## src/design/xlb_pkg.sv

```systemverilog
// Shared constants, types and codes for the XOR linear basis unit.
package xlb_pkg;

   localparam int Bits = 64;
   localparam int VecW = 64;
   localparam int IdxW = $clog2(VecW);
   localparam int WaysW = 30;
   localparam int RankW = 7;
   localparam int RspDataW = 40;

   localparam logic [VecW-1:0] VecMask = {VecW{1'b1}} >> (VecW - Bits);
   localparam logic [WaysW-1:0] PrimeMod = WaysW'(1000000007);
   localparam logic [RankW-1:0] RankMax = RankW'(Bits);

   localparam logic CmdInsert = 1'b0;
   localparam logic CmdQuery = 1'b1;

   // One request as it walks down the chain of basis cells.
   typedef struct packed {
      logic valid;
      logic cmd;
      logic done;
      logic [VecW-1:0] vec;
   } stage_type;

endpackage

```

## src/design/xlb_cell.sv

```systemverilog
// One basis cell: holds the row for one leading bit and reduces passing requests.
module xlb_cell (
   input  logic                    clock,
   input  logic                    reset,
   input  logic                    enable,
   input  logic [xlb_pkg::IdxW-1:0] cell_index,
   input  xlb_pkg::stage_type      up_stage,
   output xlb_pkg::stage_type      down_stage
);

   logic [xlb_pkg::VecW-1:0] row_ff;
   logic [xlb_pkg::VecW-1:0] row_in;
   xlb_pkg::stage_type       stage_ff;
   xlb_pkg::stage_type       stage_in;
   logic                     hit;
   logic                     row_used;

   // A row is in use exactly when its own leading bit is set.
   assign row_used = row_ff[cell_index];
   assign hit = up_stage.valid && !up_stage.done && up_stage.vec[cell_index];

   always_comb begin
      stage_in = up_stage;
      row_in = row_ff;
      if (hit && row_used) begin
         stage_in.vec = up_stage.vec ^ row_ff;
      end
      if (hit && !row_used) begin
         stage_in.done = 1'b1;
         if (enable && up_stage.cmd == xlb_pkg::CmdInsert) begin
            row_in = up_stage.vec;
         end
      end
   end

   always_ff @(posedge clock) begin
      if (reset) begin
         stage_ff <= '0;
         row_ff <= '0;
      end else begin
         row_ff <= row_in;
         if (enable) begin
            stage_ff <= stage_in;
         end
      end
   end

   assign down_stage = stage_ff;

endmodule

```

## config.mk

```make
export PLATFORM = sky130hd
export DESIGN_NAME = xlb_cell
export DESIGN_NICKNAME = d
export VERILOG_FILES = /design/src/design/xlb_pkg.sv /design/src/design/xlb_cell.sv
export SDC_FILE = /design/constraint.sdc
export NUM_CORES = 1
export LEC_CHECK = 0
export BUFFER_PORTS_ARGS = -buffer_cell sky130_fd_sc_hd__buf_4
export CORE_UTILIZATION = 55
export CTS_BUF_LIST = sky130_fd_sc_hd__clkbuf_4 sky130_fd_sc_hd__clkbuf_8 sky130_fd_sc_hd__clkbuf_16
export DETAILED_ROUTE_END_ITERATION = 10
export PLACE_DENSITY_LB_ADDON = 0.2
export SYNTH_ARGS = -nofsm -noshare
export SYNTH_HDL_FRONTEND = slang
export SYNTH_SLANG_ARGS = --single-unit
```

## constraint.sdc

```tcl
create_clock -name clock -period 2.95 [get_ports clock]
set_input_delay 0.1475 -clock clock [delete_from_list [all_inputs] [get_ports clock]]
set_output_delay 0.1475 -clock clock [all_outputs]
set_load 0.05 [all_outputs]
```

==> flow_metrics.env, run 1 <==
export IMPL_synthMuxAreaShare_pct=22.3
export IMPL_die_h_um=115
export IMPL_path_max_fanout=23
export IMPL_worstSetupPathType="flop to flop"
export IMPL_status="completed"
export IMPL_globalplace_congestion=0.783
export IMPL_initial_core_util_pct=57.1
export IMPL_rsz0062_at_grt="false"
export IMPL_skew_ps=5.81
export IMPL_drt_iter0_markers=362
export IMPL_max_freq_mhz=359
export IMPL_worstSetupStartpointType="flop"
export IMPL_drive_above_1_share_pct=27.1
export IMPL_ys_async_sr_fraction_pct=0
export IMPL_min_period_ps=2780
export IMPL_finalCritPeriodShare_pct=94.3
export IMPL_wirelength_um=17600
export IMPL_ff2ff_path_depth=9
export IMPL_die_area_um2=13100
export IMPL_startpoint="row_ff[35]"
export IMPL_grt_max_degree=78
export IMPL_hp_start="up_stage[30]"
export IMPL_synth_adder_area_share_pct=0
export IMPL_grt_pass1_vias=5660
export IMPL_antenna_found_initial=0
export IMPL_firstDrtPassIters=5
export IMPL_cts_tree="yes"
export IMPL_tns_ps=0
export IMPL_syn_avg_cell_area_um2=10.7
export IMPL_die_x_um=115
export IMPL_cts_buffer_depth=2
export IMPL_maxCapViolCount=0
export IMPL_cts_sinks=131
export IMPL_synth_compound_area_share_pct=18.9
export IMPL_synth_edf_count=0
export IMPL_grt_pass1_wl_um=28000
export IMPL_dp_hpwl_um=11600
export IMPL_post_drt_wl_per_cell_um=17.8
export IMPL_core_rowCount=40
export IMPL_grt_util_all_layers_pct=27.5
export IMPL_synthCells=652
export IMPL_postLayoutCoreUtil_pct=73.3
export IMPL_viasPerCell=6.01
export IMPL_dp_cells=918
export IMPL_syn_to_final_growth_pct=28.4
export IMPL_numCtsBuffers=17
export IMPL_port_buffers=142
export IMPL_postRouteAntennaNets=0
export IMPL_vdd_drop_max_uv=387
export IMPL_nets=889
export IMPL_synth_flop_cell="dfxtp_1"
export IMPL_yosysSeqAreaShare_pct=37.6
export IMPL_hold_viol_final=0
export IMPL_clk_pin_slew_worst_paths_ps=50
export IMPL_arrival_ps=3060
export IMPL_p_leak_nw=3.66
export IMPL_powerDensity_nw_per_um2=517
export IMPL_synth_top_family_by_area="multiplexers"
export IMPL_syn_area_um2=6980
export IMPL_ys_ff_latch=131
export IMPL_netlist_cell_type_count=29
export IMPL_required_ps=3230
export IMPL_hold_path_class="input port to flop"
export IMPL_slew_violations=0
export IMPL_num_io_pins=143
export IMPL_cp_end_kind="flop"
export IMPL_worstMarginPinSlew_ps=826
export IMPL_vias=5933
export IMPL_reg2reg_to="row_ff[10]"
export IMPL_core_area_um2=12200
export IMPL_slew_headroom_pct=44.9
export IMPL_grt_remaining_overflow=0
export IMPL_holdPathEnd="row_ff[30]"
export IMPL_drc=0
export IMPL_final_cells=987
export IMPL_reg2reg_from="row_ff[35]"
export IMPL_synth_warnings=0
export IMPL_hold_depth=3
export IMPL_setup_viol=0
export IMPL_synth_xor_area_share_pct=0
export IMPL_n_antenna_cell=0
export IMPL_yosys_area_share_simple_pct=14.7
export IMPL_syn_nets=728
export IMPL_clock_latency_ps=420
export IMPL_root_buffer="clkbuf_16"
export IMPL_ctsHtreeMaxLevel=4
export IMPL_regToRegSetupSlack_ps=170
[logic make-up (layout without fill, tap and decap cells)]
logic type / Yosys count / after routing
compound gates: 141 / 141
buf+inv: 61 / 228
flops: 131 / 131
mux: 114 / 114
simple gates: 205 / 205
[routing by layer]
metal	wire length, µm	GRT usage, %	vias to the layer above
met1	7520	33.2	2930
met5	0	0	-
met4	461	12.9	0
li1	-	-	2789
met3	781	5.56	32
met2	8810	46.9	182
[area by class of cell]
class | count | area, µm²
sequential | 131 | 2620
inverter | 2 | 7.51
tap | 168 | 210
multi-input combinational | 460 | 3910
fill | 915 | 3260
clock buffer | 24 | 497
clock inverter | 1 | 5.00
timing repair buffer | 201 | 1700
[where the power goes]
| group | switching [mW] | total, mW | internal [mW] | leakage (nW) |
|---|---|---|---|---|
| Sequential | 0.0526 | 1.90 | 1.85 | 1.07 |
| Combinational | 0.503 | 0.883 | 0.381 | 2.33 |
| Clock | 0.702 | 1.84 | 1.14 | 0.253 |
[flip-flops by register name, summed over array words and instances (netlist names)]
signal	count
row_ff	64
down_stage	67
[critical path, stage by stage, from the launching register on]
cell and delay (ps):
dfxtp_1 340, mux4_1 510, mux2i_1 270, a221oi_1 140, a22o_1 300, a2111oi_4 280
buf_4 200, buf_6 300, mux2i_1 240, nor2_1 50
[layout by cell type, fill, tap and decap left out, types with 2 or more instances in the layout]
cell           Yosys  final
buf_12             6      5
clkbuf_16          0     18
mux4_1             4      4
clkbuf_4           0      4
dlygate4sd3_1      0     42
inv_1              2      2
a21bo_2            8      8
a21bo_1           56     56
a21oi_1            2      2
nand3_1            2      2
nor2b_1            2      2
buf_6              9      2
dfxtp_1          131    131
nand3b_1          65     65
mux2i_1           82     82
a311oi_1          64     64
a22oi_1            5      5
clkbuf_8           0      3
mux4_2            28     28
nor2_1           133    133
buf_4              5    151
a221oi_1           2      2
[Yosys cell counts (2+ instances only)]
cell type | number | area [µm²]
a21bo_1 | 56 | 561
a21bo_2 | 8 | 80.1
a21oi_1 | 2 | 10.0
a221oi_1 | 2 | 17.5
a22oi_1 | 5 | 37.5
a311oi_1 | 64 | 561
buf_12 | 6 | 120
buf_2 | 12 | 60.1
buf_4 | 5 | 37.5
buf_6 | 9 | 101
clkbuf_1 | 24 | 90.1
dfxtp_1 | 131 | 2620
dlygate4sd1_1 | 2 | 17.5
inv_1 | 2 | 7.51
mux2i_1 | 82 | 821
mux4_1 | 4 | 105
mux4_2 | 28 | 631
nand3_1 | 2 | 10.0
nand3b_1 | 65 | 488
nor2_1 | 133 | 499
nor2b_1 | 2 | 12.5
[worst max-delay path by stage]
| stage | end | slack, ps | cells after the start |
|---|---|---|---|
| floorplan | row_ff[39] | 570 | 10 |
| global placement | row_ff[60] | 30 | 10 |
| detailed placement | row_ff[49] | -30 | 10 |
| CTS | row_ff[40] | 90 | 8 |
| global route | row_ff[10] | 70 | 9 |
| finish | row_ff[10] | 170 | 9 |
[per-stage QoR]
| step | cell area (µm²) | hold slack (ps) | setup slack (ps) | power (mW) |
|---|---|---|---|---|
| floorplan | 6980 | 295 | 569 | 2.49 |
| global placement | 8010 | 402 | 34.4 | 2.75 |
| detailed placement | 8010 | 415 | -28.4 | 2.77 |
| CTS | 8930 | 1.16 | 90.5 | 4.64 |
| global route | 8960 | 11.6 | 68.2 | 4.79 |
| finish | 8960 | 9.37 | 168 | 4.63 |
[timing repair]
item	CTS	global route
gates resized for setup	0	2
setup buffers	0	1
setup endpoints to repair	0	4
hold buffers	42	0
endpoints found under the hold margin	42	0
No activity file was read; power rests on OpenSTA's default activity.
==> run 2: changes to the inputs <==
SETUP_SLACK_MARGIN = 0.3   (was unset)
==> run 2 against run 1 <==
Cell count up 0.61%. Wire length increased by 4.5%. Power grew 0.49%. Combinational power up 2.4%. First-iteration DRC count grew 6.4%. Non-clock buffer count grew 6. Register-to-register slack gained 240 ps. Critical path type is now input port to flop. Critical endpoint is now down_stage[35]. Highest routed layer unchanged.
==> flow_metrics.env, run 2 (synthesis gave the netlist of run 1 again) <==
export IMPL_regToRegSetupSlack_ps=410
export IMPL_numCtsBuffers=17
export IMPL_nets=895
export IMPL_p_total_mw=4.65
export IMPL_cp_slowest_cell="dlygate4sd3_1"
export IMPL_rsz0062_at_grt="false"
export IMPL_path_max_fanout=60
export IMPL_reg2reg_from="row_ff[54]"
export IMPL_skew_ps=5.14
export IMPL_postRouteAntennaNets=0
export IMPL_clock_latency_ps=420
export IMPL_hold_viol_final=0
export IMPL_globalplace_congestion=0.783
export IMPL_final_common_cell="buf_4"
export IMPL_worstSetupPathType="input port to flop"
export IMPL_vdd_drop_max_uv=386
export IMPL_drive_above_1_share_pct=29.2
export IMPL_firstDrtPassIters=5
export IMPL_p_leak_nw=3.70
export IMPL_fillers=887
export IMPL_path_delay_family="buffers and inverters"
export IMPL_powerDensity_nw_per_um2=508
export IMPL_ff2ff_path_depth=9
export IMPL_initial_core_util_pct=57.1
export IMPL_maxCapViolCount=0
export IMPL_syn_to_final_growth_pct=31.2
export IMPL_hold_path_class="input port to flop"
export IMPL_cts_sinks=131
export IMPL_die_x_um=115
export IMPL_status="completed"
export IMPL_finalCritPeriodShare_pct=87.0
export IMPL_viasPerCell=5.98
export IMPL_slew_violations=0
export IMPL_min_period_ps=2570
export IMPL_hold_depth=3
export IMPL_cts_buffer_depth=2
export IMPL_grt_max_degree=78
export IMPL_setup_viol=0
export IMPL_hp_start="up_stage[10]"
export IMPL_holdPathEnd="row_ff[10]"
export IMPL_worstMarginPinSlew_ps=830
export IMPL_port_buffers=142
export IMPL_grt_pass1_wl_um=28500
export IMPL_die_area_um2=13100
export IMPL_arrival_ps=2870
export IMPL_wirelength_um=18400
export IMPL_regArea_um2=2630
export IMPL_dp_hpwl_um=11600
export IMPL_n_antenna_cell=0
export IMPL_die_h_um=115
export IMPL_grt_remaining_overflow=0
export IMPL_crit_chain="dlygate4sd3_1 -> buf_4 -> mux4_2 -> mux2i_1 -> a22oi_1 -> nand3_1 -> a21boi_4 -> buf_12 -> a21bo_1 -> a311oi_1"
export IMPL_crit_path_max_incr_delay_ps=540
export IMPL_grt_pass1_vias=5705
export IMPL_required_ps=3260
export IMPL_worstSetupStartpointType="input port"
export IMPL_clk_pin_slew_worst_paths_ps=50
export IMPL_ctsHtreeMaxLevel=4
export IMPL_cts_tree="yes"
export IMPL_grt_util_all_layers_pct=28.0
export IMPL_vias=5942
export IMPL_postLayoutCoreUtil_pct=75.0
export IMPL_max_freq_mhz=390
export IMPL_antenna_found_initial=0
export IMPL_num_io_pins=143
export IMPL_core_area_um2=12200
export IMPL_multiInputGateArea_um2=3950
export IMPL_mostFrequentLayoutCells="151 x buf_4, 133 x nor2_1, 129 x dfxtp_1"
export IMPL_post_drt_wl_per_cell_um=18.5
export IMPL_drc=0
export IMPL_root_buffer="clkbuf_16"
export IMPL_reg2reg_to="row_ff[40]"
export IMPL_core_rowCount=40
export IMPL_cp_end_kind="flop"
export IMPL_drt_iter0_markers=385
export IMPL_largest_reg_flops=67
export IMPL_postPlaceCellArea_um2=8010
export IMPL_crit_buf_inv=3
export IMPL_slew_headroom_pct=44.6
export IMPL_final_design_area_no_fill_um2=9160
-- run 2: cell count changes in the layout (fill, tap and decap cells not counted), sizes merged --
| cell | delta |
|---|---|
| clkbuf | +3 |
| buf | +3 |
-- run 2: worst reg2reg max path, stage by stage (launching register included) --
cell	delay (ps)
dfxtp_1	330
mux4_2	500
mux2i_2	220
a221oi_2	100
a22o_1	300
a2111oi_4	240
buf_6	230
buf_12	160
mux2i_2	240
nor2_1	70
-- run 2: how the worst max path moves through the flow --
stage,cells past startpoint,slack [ps],end,from
floorplan,10,570,row_ff[39],cell_index[1]
global placement,10,30,row_ff[60],cell_index[1]
detailed placement,10,-30,row_ff[49],cell_index[1]
CTS,9,300,row_ff[44],row_ff[23]
global route,9,300,row_ff[40],row_ff[22]
finish,10,380,down_stage[35],up_stage[23]
-- run 2: timing repair --
item | CTS | global route
hold buffers | 42 | 0
hold endpoints to repair | 42 | 0
endpoints found under the setup margin | 64 | 66
gates cloned | 2 | 4
pin swaps | 2 | 2
setup buffers | 2 | 0
resized for setup | 5 | 16
-- run 2: layer usage --
layer | GRT usage (%) | up-vias | routed length (µm) | part of all wire (%)
li1 | - | 2797 | - | -
met1 | 34.1 | 2924 | 7710 | 42
met2 | 47.6 | 190 | 9200 | 50
met3 | 5.35 | 31 | 1000 | 5.5
met4 | 13.9 | 0 | 442 | 2.4
met5 | 0 | - | 0 | 0
-- run 2: layout make-up --
type	count	share of cell area (%)
inverters	2	0.0820
flip-flops and latches	131	28.7
clock inverters	1	0.0547
multi-input cells	460	43.2
repair buffers	207	20.3
well taps	168	2.30
clock buffers	24	5.42
-- run 2: through the flow --
step                      cells  hold WS, ps  setup TNS, ps  setup WS, ps
after global placement      918          402              0          34.4
after floorplan             652          295              0           569
after global routing        993         10.3              0           302
final                       993         11.1              0           384
after CTS                   989         1.09              0           303
after detailed placement    918          415           -267         -28.4
-- run 2: power by group --
| part | leakage, nW | switching (mW) | internal (mW) |
|---|---|---|---|
| registers | 1.07 | 0.0534 | 1.85 |
| logic | 2.37 | 0.512 | 0.392 |
| clock network | 0.253 | 0.703 | 1.14 |
| total | 3.70 | 1.27 | 3.38 |
==> run 3: changes to the inputs <==
PLACE_DENSITY = 0.87   (was unset)
PLACE_DENSITY_LB_ADDON = unset   (was 0.2)
SKIP_LAST_GASP = 1   (was unset)
==> run 3 against run 2 <==
Combinational power decreased by 2%. Worst setup slack got worse by 120 ps. Critical path depth decreased by 1. Global-route usage decreased by 0.32 points. Worst hold slack got worse by 2.1 ps. Final area decreased by 2.3%. Highest routed layer unchanged.
==> flow_metrics.env, run 3 (synthesis gave the netlist of run 1 again) <==
export IMPL_cp_end_kind="flop"
export IMPL_arrival_ps=2950
export IMPL_grt_pass1_vias=5782
export IMPL_vias=6091
export IMPL_nets=875
export IMPL_grt_remaining_overflow=0
export IMPL_port_buffers=142
export IMPL_cts_tree="yes"
export IMPL_setup_viol=0
export IMPL_core_area_um2=12200
export IMPL_multiInputGateArea_um2=3960
export IMPL_reg2reg_to="row_ff[63]"
export IMPL_postPlaceCellArea_um2=8070
export IMPL_status="completed"
export IMPL_slew_headroom_pct=54.0
export IMPL_largest_reg_flops=67
export IMPL_worstSetupStartpointType="flop"
export IMPL_p_leak_nw=3.62
export IMPL_mostFrequentLayoutCells="155 x buf_4, 133 x nor2_1, 131 x dfxtp_1"
export IMPL_regToRegSetupSlack_ps=270
export IMPL_worstSetupPathType="flop to flop"
export IMPL_grt_util_all_layers_pct=27.7
export IMPL_initial_core_util_pct=57.1
export IMPL_rsz0062_at_grt="false"
export IMPL_fillers=848
export IMPL_num_io_pins=143
export IMPL_hp_start="up_stage[2]"
export IMPL_regArea_um2=2620
export IMPL_cts_sinks=131
export IMPL_ctsHtreeMaxLevel=4
export IMPL_skew_ps=11.0
export IMPL_startpoint="row_ff[45]"
export IMPL_drive_above_1_share_pct=29.9
export IMPL_hold_path_class="input port to flop"
export IMPL_hold_viol_final=0
export IMPL_final_common_cell="buf_4"
export IMPL_vdd_drop_max_uv=345
export IMPL_root_buffer="clkbuf_16"
export IMPL_powerDensity_nw_per_um2=532
export IMPL_maxCapViolCount=0
export IMPL_final_design_area_no_fill_um2=8950
export IMPL_worstMarginPinSlew_ps=690
export IMPL_drc=0
export IMPL_clock_latency_ps=420
export IMPL_wirelength_um=18200
export IMPL_min_period_ps=2680
export IMPL_die_h_um=115
export IMPL_viasPerCell=6.21
export IMPL_crit_chain="mux4_2 -> mux2i_1 -> a22oi_1 -> a22o_1 -> a2111oi_4 -> buf_4 -> clkbuf_16 -> mux2i_1 -> nor2_1"
export IMPL_drt_iter0_markers=545
export IMPL_syn_to_final_growth_pct=28.3
export IMPL_dp_hpwl_um=11900
export IMPL_required_ps=3220
export IMPL_antenna_found_initial=0
export IMPL_hold_depth=3
export IMPL_crit_path_max_incr_delay_ps=480
export IMPL_path_delay_family="multiplexers"
export IMPL_globalplace_congestion=0.840
export IMPL_postRouteAntennaNets=0
export IMPL_tns_ps=0
export IMPL_cp_common_cell="mux2i_1"
export IMPL_grt_max_degree=72
export IMPL_die_x_um=115
export IMPL_grt_pass1_wl_um=28300
export IMPL_firstDrtPassIters=5
export IMPL_cts_buffer_depth=2
export IMPL_crit_buf_inv=2
export IMPL_max_freq_mhz=373
export IMPL_die_area_um2=13100
export IMPL_reg2reg_from="row_ff[45]"
export IMPL_cp_slowest_cell="mux4_2"
export IMPL_finalCritPeriodShare_pct=91.0
export IMPL_post_drt_wl_per_cell_um=18.6
export IMPL_core_rowCount=40
export IMPL_slew_violations=0
export IMPL_clk_pin_slew_worst_paths_ps=60
export IMPL_postLayoutCoreUtil_pct=73.3
export IMPL_holdPathEnd="row_ff[2]"
export IMPL_ff2ff_path_depth=9
export IMPL_numCtsBuffers=17
export IMPL_path_max_fanout=8
run 3: cell types whose count changed in the layout (fill, tap and decap cells not counted), moves of 3 or more:
| cell | change |
|---|---|
| clkbuf_16 | -3 |
| clkinvlp_4 | +6 |
| mux2i_1 | +4 |
| clkbuf_8 | -3 |
| a311oi_2 | +5 |
| clkinv_4 | +5 |
| dlygate4sd3_1 | -20 |
| mux4_1 | +3 |
| buf_4 | +4 |
| mux4_2 | -3 |
| a311oi_1 | -5 |
| clkbuf_4 | -4 |
run 3: timing repair:
| item | CTS | global route |
|---|---|---|
| gates cloned | 0 | 1 |
| hold buffers | 22 | 0 |
| pin swaps | 2 | 3 |
| endpoints found under the setup margin | 41 | 54 |
| endpoints found under the hold margin | 22 | 0 |
| buffers inserted | 3 | 0 |
| gates resized for setup | 1 | 7 |
run 3: worst max-delay path by stage:
| stage | end | slack [ps] | cells after the start |
|---|---|---|---|
| floorplan | row_ff[39] | 570 | 10 |
| finish | row_ff[63] | 270 | 9 |
| detailed placement | row_ff[52] | 30 | 11 |
| global route | row_ff[63] | 250 | 9 |
| CTS | row_ff[49] | 300 | 9 |
| global placement | row_ff[62] | 130 | 11 |
run 3: power by group:
group	internal, mW	total (mW)	switching (mW)
logic	0.373	0.885	0.512
clock network	1.16	1.98	0.820
registers	1.85	1.90	0.0526
total	3.38	4.76	1.38
run 3: worst min-delay path, stage by stage:
cell and delay [ps]:
buf_4 100, mux2i_1 70, nor2_1 70
run 3: stage by stage:
step           hold slack, ps  cells  power (mW)  setup WS [ps]
3_3_place_gp              402    922        2.75            131
4_1_cts                0.0854    979        4.77            297
5_1_grt                  6.48    980        4.91            251
2_1_floorplan             295    652        2.49            569
3_5_place_dp              414    922        2.77           34.7
6_report                 8.99    981        4.76            266
run 3: metal layers:
metal / vias up / share of wire [%] / track usage, %
li1: 2769 / - / -
met1: 3009 / 41 / 33.3
met2: 265 / 50 / 46.9
met3: 48 / 6.6 / 6.72
met4: 0 / 2.5 / 13.0
met5: - / 0 / 0
run 3: cell type report:
| class | count | share of cell area, % |
|---|---|---|
| clock inverters | 15 | 1.54 |
| repair buffers | 187 | 17.8 |
| diodes | 1 | 0.0280 |
| flip-flops and latches | 131 | 29.3 |
| well taps | 168 | 2.35 |
| multi-input cells | 460 | 44.2 |
| clock buffers | 17 | 4.75 |
| inverters | 2 | 0.0839 |
